## src/rtl/mdfe_pkg.sv

```systemverilog
package mdfe_pkg;

  // Codes for the kind field of a result transfer.
  typedef enum logic [1:0] {
    KIND_BODY = 2'd0,
    KIND_END  = 2'd1,
    KIND_DROP = 2'd2
  } kind_t;

  // Register indexes on the configuration port (paddr[3:2]).
  typedef enum logic [1:0] {
    REG_START_MARKER = 2'd0,
    REG_END_MARKER   = 2'd1,
    REG_MAX_BODY_LEN = 2'd2
  } reg_idx_t;

  localparam int LEN_W = 11;

  // Hard cap on the body length, whatever max_body_len holds.
  localparam logic [LEN_W-1:0] MAX_FRAME = 11'd1024;

  localparam logic [31:0]      START_MARKER_RESET = 32'h5F8A_BBCD;
  localparam logic [31:0]      END_MARKER_RESET   = 32'hB25E_38A2;
  localparam logic [LEN_W-1:0] MAX_BODY_LEN_RESET = 11'd1024;

  // Register file contents handed to the datapath.
  typedef struct packed {
    logic [31:0]      start_marker;
    logic [31:0]      end_marker;
    logic [LEN_W-1:0] max_body_len;
  } cfg_t;

endpackage

```

## src/rtl/marker_delimited_frame_extractor_top.sv

```systemverilog
// Channel   Direction  Handshake           Payload
// input     in         in_valid/in_stall   in_rx_byte[7:0]
// result    out        out_valid/out_stall out_kind[1:0], out_body_byte[7:0],
//                                          out_first_of_frame, out_body_length[10:0]
// config    APB        psel/penable/pready paddr[3:0], pwdata/prdata[31:0]
//
// Bytes are taken at one per cycle while no stall holds the flow: a transfer is
// registered in the input stage and moves through the deframer into the result
// register, so a new byte can enter while the previous one is in the deframer.
// The path between the input register and the result register holds the single
// window shift and the two 32-bit marker compares.
// rst_n is synchronous and active low; it returns the block to hunting and
// loads the marker and length registers with their defaults.
// A stall on the result side backs up into in_stall in the same cycle, but
// only when the input stage is occupied, so no transfer is lost or repeated.
module marker_delimited_frame_extractor_top (
  input  logic        clk,
  input  logic        rst_n,
  // Input channel
  input  logic        in_valid,
  output logic        in_stall,
  input  logic [7:0]  in_rx_byte,
  // Result channel
  output logic        out_valid,
  input  logic        out_stall,
  output logic [1:0]  out_kind,
  output logic [7:0]  out_body_byte,
  output logic        out_first_of_frame,
  output logic [10:0] out_body_length,
  // Configuration port
  input  logic        psel,
  input  logic        penable,
  input  logic        pwrite,
  input  logic [3:0]  paddr,
  input  logic [31:0] pwdata,
  output logic [31:0] prdata,
  output logic        pready
);
  import mdfe_pkg::*;

  cfg_t cfg;

  mdfe_cfg_regs u_cfg_regs (
    .clk     (clk),
    .rst_n   (rst_n),
    .psel    (psel),
    .penable (penable),
    .pwrite  (pwrite),
    .paddr   (paddr),
    .pwdata  (pwdata),
    .prdata  (prdata),
    .pready  (pready),
    .cfg     (cfg)
  );

  // Input stage: holds one accepted byte until the deframer can consume it.
  logic       s1_valid_r;
  logic [7:0] s1_byte_r;

  // Deframer state.
  logic [31:0]      window_r,  window_nxt;
  logic [2:0]       fill_r,    fill_nxt;
  logic             in_frame_r, in_frame_nxt;
  logic [LEN_W-1:0] count_r,   count_nxt;

  // Result register.
  logic             out_valid_r;
  kind_t            out_kind_r;
  logic [7:0]       out_byte_r;
  logic             out_first_r;
  logic [LEN_W-1:0] out_len_r;

  logic out_free;
  logic advance;
  logic in_take;

  // The result register can take a new value when it is empty or when its
  // current transfer completes in this cycle.
  assign out_free = !out_valid_r || !out_stall;
  assign advance  = s1_valid_r && out_free;
  assign in_stall = s1_valid_r && !out_free;
  assign in_take  = in_valid && !in_stall;

  always_ff @(posedge clk) begin
    if (!rst_n) begin
      s1_valid_r <= 1'b0;
    end else if (in_take) begin
      s1_valid_r <= 1'b1;
    end else if (advance) begin
      s1_valid_r <= 1'b0;
    end
  end

  always_ff @(posedge clk) begin
    if (in_take) begin
      s1_byte_r <= in_rx_byte;
    end
  end

  // Deframer: one byte per pass, shift into the window, then compare.
  logic [31:0]      win;
  logic [2:0]       fill_inc;
  logic [LEN_W-1:0] limit;
  logic             res_valid;
  kind_t            res_kind;
  logic [7:0]       res_byte;
  logic             res_first;
  logic [LEN_W-1:0] res_len;

  assign win      = {window_r[23:0], s1_byte_r};
  assign fill_inc = (fill_r < 3'd4) ? fill_r + 3'd1 : 3'd4;
  assign limit    = (cfg.max_body_len > MAX_FRAME) ? MAX_FRAME : cfg.max_body_len;

  always_comb begin
    window_nxt   = win;
    fill_nxt     = fill_inc;
    in_frame_nxt = in_frame_r;
    count_nxt    = count_r;
    res_valid    = 1'b0;
    res_kind     = KIND_BODY;
    res_byte     = 8'd0;
    res_first    = 1'b0;
    res_len      = '0;
    if (!in_frame_r) begin
      // Hunting: a start marker needs four fresh bytes in the window.
      if (fill_inc == 3'd4 && win == cfg.start_marker) begin
        window_nxt   = 32'd0;
        fill_nxt     = 3'd0;
        count_nxt    = '0;
        in_frame_nxt = 1'b1;
      end
    end else if (fill_inc == 3'd4) begin
      if (win == cfg.end_marker) begin
        // Good frame: report the length and go back to hunting.
        res_valid    = 1'b1;
        res_kind     = KIND_END;
        res_len      = count_r;
        window_nxt   = 32'd0;
        fill_nxt     = 3'd0;
        count_nxt    = '0;
        in_frame_nxt = 1'b0;
      end else if (count_r >= limit) begin
        // Body too long: the oldest byte is discarded and the frame dropped.
        res_valid    = 1'b1;
        res_kind     = KIND_DROP;
        window_nxt   = 32'd0;
        fill_nxt     = 3'd0;
        count_nxt    = '0;
        in_frame_nxt = 1'b0;
      end else begin
        // The oldest byte can no longer be part of the end marker.
        res_valid  = 1'b1;
        res_kind   = KIND_BODY;
        res_byte   = win[31:24];
        res_first  = (count_r == '0);
        window_nxt = {8'd0, win[23:0]};
        fill_nxt   = 3'd3;
        count_nxt  = count_r + 1'b1;
      end
    end
  end

  always_ff @(posedge clk) begin
    if (!rst_n) begin
      window_r   <= 32'd0;
      fill_r     <= 3'd0;
      in_frame_r <= 1'b0;
      count_r    <= '0;
    end else if (advance) begin
      window_r   <= window_nxt;
      fill_r     <= fill_nxt;
      in_frame_r <= in_frame_nxt;
      count_r    <= count_nxt;
    end
  end

  always_ff @(posedge clk) begin
    if (!rst_n) begin
      out_valid_r <= 1'b0;
    end else if (out_free) begin
      out_valid_r <= advance && res_valid;
    end
  end

  always_ff @(posedge clk) begin
    if (advance && res_valid) begin
      out_kind_r  <= res_kind;
      out_byte_r  <= res_byte;
      out_first_r <= res_first;
      out_len_r   <= res_len;
    end
  end

  assign out_valid          = out_valid_r;
  assign out_kind           = out_kind_r;
  assign out_body_byte      = out_byte_r;
  assign out_first_of_frame = out_first_r;
  assign out_body_length    = out_len_r;

  // While hunting, a byte never produces a result transfer.
  a_hunt_silent: assert property (@(posedge clk) disable iff (!rst_n)
    (advance && !in_frame_r) |=> (out_valid_r == ($past(out_valid_r) && $past(out_stall))))
    else $error("result produced while hunting");

  // Inside a frame the window never rests with four bytes in it.
  a_fill_frame: assert property (@(posedge clk) disable iff (!rst_n)
    in_frame_r |-> (fill_r <= 3'd3))
    else $error("window fill out of range inside a frame");

  // The body count never passes the hard frame cap.
  a_count_cap: assert property (@(posedge clk) disable iff (!rst_n)
    count_r <= MAX_FRAME)
    else $error("body count above frame cap");

  // End and drop results always return the deframer to hunting.
  a_end_hunts: assert property (@(posedge clk) disable iff (!rst_n)
    (advance && res_valid && res_kind != KIND_BODY) |=> (!in_frame_r && fill_r == 3'd0))
    else $error("frame not closed after end or drop");

  // A result stays put while it is stalled.
  a_out_hold: assert property (@(posedge clk) disable iff (!rst_n)
    (out_valid_r && out_stall) |=> (out_valid_r && $stable(out_kind_r) && $stable(out_len_r)))
    else $error("stalled result changed");

endmodule

```

## src/rtl/mdfe_cfg_regs.sv

```systemverilog
module mdfe_cfg_regs (
  input  logic          clk,
  input  logic          rst_n,
  input  logic          psel,
  input  logic          penable,
  input  logic          pwrite,
  input  logic [3:0]    paddr,
  input  logic [31:0]   pwdata,
  output logic [31:0]   prdata,
  output logic          pready,
  output mdfe_pkg::cfg_t cfg
);
  import mdfe_pkg::*;

  cfg_t     cfg_r;
  reg_idx_t idx;
  logic     wr_en;

  assign idx    = reg_idx_t'(paddr[3:2]);
  assign wr_en  = psel && penable && pwrite;
  assign pready = 1'b1;
  assign cfg    = cfg_r;

  always_ff @(posedge clk) begin
    if (!rst_n) begin
      cfg_r.start_marker <= START_MARKER_RESET;
      cfg_r.end_marker   <= END_MARKER_RESET;
      cfg_r.max_body_len <= MAX_BODY_LEN_RESET;
    end else if (wr_en) begin
      case (idx)
        REG_START_MARKER: cfg_r.start_marker <= pwdata;
        REG_END_MARKER:   cfg_r.end_marker   <= pwdata;
        REG_MAX_BODY_LEN: cfg_r.max_body_len <= pwdata[LEN_W-1:0];
        default: ;
      endcase
    end
  end

  always_comb begin
    case (idx)
      REG_START_MARKER: prdata = cfg_r.start_marker;
      REG_END_MARKER:   prdata = cfg_r.end_marker;
      REG_MAX_BODY_LEN: prdata = {{(32-LEN_W){1'b0}}, cfg_r.max_body_len};
      default:          prdata = 32'd0;
    endcase
  end

endmodule
```

## config.mk

```make
export PLATFORM = sky130hd
export DESIGN_NAME = marker_delimited_frame_extractor_top
export DESIGN_NICKNAME = d
export VERILOG_FILES = /design/src/rtl/mdfe_pkg.sv /design/src/rtl/marker_delimited_frame_extractor_top.sv /design/src/rtl/mdfe_cfg_regs.sv
export SDC_FILE = /design/constraint.sdc
export NUM_CORES = 1
export LEC_CHECK = 0
export BUFFER_PORTS_ARGS = -buffer_cell sky130_fd_sc_hd__buf_2
export CAP_MARGIN = 40
export CORE_MARGIN = 10
export CORE_UTILIZATION = 50
export CTS_CLUSTER_SIZE = 20
export DETAILED_ROUTE_END_ITERATION = 10
export GPL_TIMING_DRIVEN = 0
export HOLD_SLACK_MARGIN = 0.02
export PLACE_DENSITY = 0.73
export SLEW_MARGIN = 0
export SYNTH_ARGS = -nofsm -noshare
export SYNTH_HDL_FRONTEND = slang
export SYNTH_HIERARCHICAL = 1
export SYNTH_SLANG_ARGS = --single-unit
```

## constraint.sdc

```tcl
create_clock -name clk -period 4 [get_ports clk]
set_input_delay 0.6 -clock clk [delete_from_list [all_inputs] [get_ports clk]]
set_output_delay 0.6 -clock clk [all_outputs]
set_load 0.05 [all_outputs]
```

# Yosys cells after proc, flatten, opt, wreduce, memory -nomap -nowiden
# Index checks and enable logic that the tools add are counted.
# totals
ff_bits	146
input_bits	51
out_inout_bits	57
elab_cells	81
# classes
n_addsub	2
magnitude_cmp	3
eq_ne	6
muxes	29
n_bitwise	2
reduce_logical	24
# op_table
op	count
24-bit 2-to-1 mux	5
32-bit one-hot mux with 3 select lines	1
11-bit 2-to-1 mux	6
32-bit equality test	2
3-bit 2-to-1 mux	4
11-bit by 1-bit adder with 11-bit output (second input constant)	1
11-bit >= comparator	1
11-bit greater-than comparator (second input constant)	1
11-bit zero test	1
1-bit 2-to-1 mux	10
2-bit AND reduction	4
1-bit logical AND	7
2-bit 2-to-1 mux	3
3-bit AND reduction	2
1-bit zero test	4
2-bit nonzero test	2
4-bit OR reduction	1
3-bit by 1-bit adder with 3-bit output (second input constant)	1
3-bit equality test (second input constant)	1
3-bit < comparator (second input constant)	1
3-bit OR reduction	1
2-bit by 1-bit equality test with 1-bit output (second input constant)	1
2-bit equality test (second input constant)	1
2-bit zero test	1
3 further kinds	4

# Longest topological paths before layout
# depth
ltp_word	7
mapped_depth	11
mapped_depth_nobuf	10

# Cells and area by module
# The synthesis kept the hierarchy.
# by_module_without_submodules
mod	instances	cells_each	area_each_um2	seq_area_each_um2
marker_delimited_frame_extractor_top	1	347	3734.8	1721.7
mdfe_cfg_regs	1	396	3574.7	1501.4

# Least setup slack after synthesis
# No wires, ideal clock.
# synth_path
path_type	input port to output port
start	input paddr[2]
end	output prdata[0]
t_arrival_ps	2173
t_required_ps	3400
slack_ps	1227
stages	4
n_path_buf	2
cell_sequence	buf_4 > buf_2 > mux2i_1 > o21ai_0
# synth_between
elab_chain_len	2
elab_cells_between_ends	4
classes_between	eq/ne: 2; mux: 1; reduce/logical: 1
# synth_lines
element	line_no	text
start, declared	marker_delimited_frame_extractor_top.sv:34	input logic [3:0] paddr,
2-bit equality test, or another cell as far along	mdfe_cfg_regs.sv:40	case (idx)
32-bit one-hot mux with 3 select lines *	mdfe_cfg_regs.sv:40	
end, declared	marker_delimited_frame_extractor_top.sv:36	output logic [31:0] prdata,
# Mark *: on every way between the ends. The rest lies on a longest branch, timed or not.

# Worst setup path in the final report
# layout_path
start	register u_cfg_regs.cfg_r, in the netlist u_cfg_regs/cfg[0]
end	register window_r[23]
# layout_between
elab_chain_len	7
# layout_lines
element	line_no	text
start, declared	mdfe_cfg_regs.sv:15	cfg_t cfg_r;
11-bit greater-than comparator	marker_delimited_frame_extractor_top.sv:112	assign limit = (cfg.max_body_len > MAX_FRAME) ? MAX_FRAME : cfg.max_body_len;
11-bit 2-to-1 mux *	marker_delimited_frame_extractor_top.sv:112	
11-bit >= comparator *	marker_delimited_frame_extractor_top.sv:142	end else if (count_r >= limit) begin
24-bit 2-to-1 mux *	marker_delimited_frame_extractor_top.sv:142	
24-bit 2-to-1 mux *	marker_delimited_frame_extractor_top.sv:133	if (win == cfg.end_marker) begin
24-bit 2-to-1 mux *	marker_delimited_frame_extractor_top.sv:132	end else if (fill_inc == 3'd4) begin
24-bit 2-to-1 mux *	marker_delimited_frame_extractor_top.sv:124	if (!in_frame_r) begin
end signal, assigned	marker_delimited_frame_extractor_top.sv:170	window_r <= window_nxt;
end, declared	marker_delimited_frame_extractor_top.sv:61	logic [31:0] window_r, window_nxt;
# Marked as above.
# A chain may end at the register's enable or synchronous reset.

==> results.json <==
{
  "rows": 44,
  "r2r_setup_slack_ns": 1.04,
  "critPathLaunch": "u_cfg_regs/cfg[0]",
  "cts_resized": 0,
  "r2r_start": "u_cfg_regs/cfg[0]",
  "rsz0062_at_grt": "no",
  "yosys_register_bits": 146,
  "worstHoldPathType": "input port to register",
  "grt_max_degree": 17,
  "fin_crit_ns": 2.96,
  "cts-hold-fix-buffers": 0,
  "setup_viol": 0,
  "setup.worst_path.end": "window_r[23]",
  "port_buffers": 104,
  "busiest_layer": "met2",
  "io_pins": 108,
  "synth_top_area_cell": "dfxtp_1",
  "synth_area_um2": 7310,
  "synth_cell_types": 51,
  "die_width_um": 141,
  "cts_tree": "yes",
  "grt_use_met3": 0.0514,
  "crit_required_ns": 4.37,
  "dieHeight_um": 141,
  "drive_gt1_frac": 0.198,
  "drc_errors": 0,
  "cts_sinks": 146,
  "wl_um": 21000,
  "r2r_cells": 10,
  "grt.total_usage": 0.208,
  "relSlewSlack": 0.490,
  "netlist.area_leader.share": 0.318,
  "r2r-end": "window_r[23]",
  "die-area_um2": 19900,
  "crit_path_end_kind": "register",
  "postCtsSetupRepairBufs": 0,
  "outcome": "finished, final reports clean",
  "gr-total-overflow": 0,
  "ys.flop_type": "dfxtp_1",
  "grt_util_met1": 0.266,
  "leakage_uw": 0.00362,
  "ir_drop_v": 0.000327,
  "antennaDiodeCount": 0,
  "postSynthCellCount": 743,
  "clockRootBuffer": "clkbuf_16",
  "coreArea_um2": 14400,
  "worstSetupStartpointType": "register",
  "crit_fanout": 10,
  "fin_crit_sh": 0.739,
  "yosys_warnings": 6,
  "clockBufferDepth": 2,
  "drt_iter0_drc": 494,
  "cp.arrival_ns": 3.33,
  "ant_nets": 0,
  "yosysMostFrequentCell": "dfxtp_1",
  "vias": 5968,
  "antenna_found_initial": 0,
  "firstDrtPassIters": 6,
  "fillers": 1262,
  "synthArstFlopShare": 0,
  "synth_edf_count": 30,
  "power_density_nw_per_um2": 404,
  "dp.cells": 1033,
  "gp_routability_congestion": 0.970,
  "synth-seq-area-share": 0.441,
  "clock_latency_ns": 0.43,
  "fin_nets": 933,
  "final_cells": 1065,
  "path_clk_slew_ns": 0.06,
  "synth_commonest_cells": "dfxtp_1, nand2_1, mux2i_1",
  "drv_cap": 0,
  "htreeDepth": 4,
  "fin_worst_skew_ns": 0.00758,
  "post_drt_via_cell_ratio": 5.60,
  "max_freq_mhz": 338,
  "finalHoldViolations": 0,
  "setup_tns_ns": 0,
  "grt_pass1_vias": 5999,
  "crit_type": "register to register",
  "area_growth_pct": 18.8,
  "initial_core_util": 0.507,
  "ys_top_cells_by_area": "dfxtp_1, mux2i_1, edfxtp_1",
  "wl_per_cell_um": 19.7,
  "cts_buffers": 17,
  "tightest_slew_ns": 0.765,
  "synth.avg_cell_area_um2": 9.84,
  "syn_nets": 808,
  "use_met2": 0.325,
  "hpwl_um": 16000,
  "maxSlewViolCount": 0,
  "grt_first_pass_wirelength_um": 32500
}
final cells by class:
type / count / area (µm²) / share of cell area
Timing Repair Buffer: 106 / 539 / 0.0621
Tap cell: 184 / 230 / 0.0265
Clock inverter: 12 / 156 / 0.0180
Buffer: 47 / 230 / 0.0265
Multi-Input combinational cell: 534 / 3800 / 0.437
Sequential cell: 146 / 3220 / 0.371
Clock buffer: 20 / 447 / 0.0514
Inverter: 16 / 60.1 / 0.00692
layout by cell type, fill, tap and decap left out, drive strengths merged, types with 25 or more instances in the layout:
| master | synthesis | final |
|---|---|---|
| buf | 23 | 129 |
| dfxtp | 116 | 116 |
| nand2 | 97 | 97 |
| mux2i | 94 | 94 |
| clkbuf | 24 | 44 |
| nor2b | 42 | 42 |
| xnor2 | 34 | 34 |
| xor2 | 30 | 30 |
| edfxtp | 30 | 30 |
| nor2 | 25 | 25 |
cell families after synthesis:
logic type,count (synthesis),share of synthesized area
muxes,94,0.129
xor gates and xnor gates,64,0.0767
DFF,146,0.441
and+or+nand+nor,257,0.185
buffers and inverters,63,0.0397
AOI/OAI and AO/OA,104,0.105
adders and majority gates,14,0.0240
other,1,0.000513
report_power, final:
group / switching (µW) / internal, µW / total (µW)
clock: 638 / 999 / 1640
combinational: 206 / 104 / 310
sequential: 36.5 / 1520 / 1560
total: 880 / 2630 / 3510
per-layer routing:
metal	vias up	wire length, µm	part of all wire
li1	2862	-	-
met1	2849	9250	0.44
met2	220	9690	0.46
met3	37	1510	0.072
met4	0	534	0.025
met5	-	0	0
registers in the layout (all words and copies together), names as in the netlist:
signal / count
out_first_of_frame: 1
out_body_byte: 8
s1_byte_r: 8
fill_r: 3
s1_valid_r: 1
u_cfg_regs/cfg: 75
window_r: 24
count_r: 11
out_valid: 1
in_frame_r: 1
out_kind: 2
out_body_length: 11
through the flow:
stage | instance area (µm²) | utilization | total power [µW] | worst slack [ns] | hold WS (ns)
2_1_floorplan | 7310 | - | 1790 | 1.23 | 0.443
3_3_place_gp | 8060 | 0.559 | 1900 | 1.11 | 0.462
3_5_place_dp | 8080 | 0.560 | 1900 | 1.07 | 0.474
4_1_cts | 8680 | 0.602 | 3510 | 1.04 | 0.337
5_1_grt | 8680 | 0.602 | 3610 | 0.602 | 0.338
6_report | 8680 | 0.602 | 3510 | 1.04 | 0.346
worst max-delay path: stages (launching register included):
cell and delay, ns:
dfxtp_1 0.36, nor2b_1 0.30, ha_1 0.29, nand2b_1 0.13
a2111oi_0 0.42, nor4_1 0.12, nor3_2 0.24, nand3_1 0.25
a21oi_2 0.34, buf_2 0.27, a22o_1 0.18
how the worst min path moves through the flow:
| stage | from | slack [ns] | endpoint | cells after the start |
|---|---|---|---|---|
| floorplan | u_cfg_regs/cfg[0] | 0.44 | u_cfg_regs/cfg[0] | 2 |
| global placement | u_cfg_regs/cfg[9] | 0.46 | u_cfg_regs/cfg[9] | 2 |
| detailed placement | u_cfg_regs/cfg[1] | 0.47 | u_cfg_regs/cfg[1] | 2 |
| CTS | in_rx_byte[7] | 0.34 | s1_byte_r[7] | 1 |
| global route | in_rx_byte[4] | 0.34 | s1_byte_r[4] | 1 |
| finish | in_rx_byte[7] | 0.35 | s1_byte_r[7] | 1 |
Power figures use the tool's default switching activity.
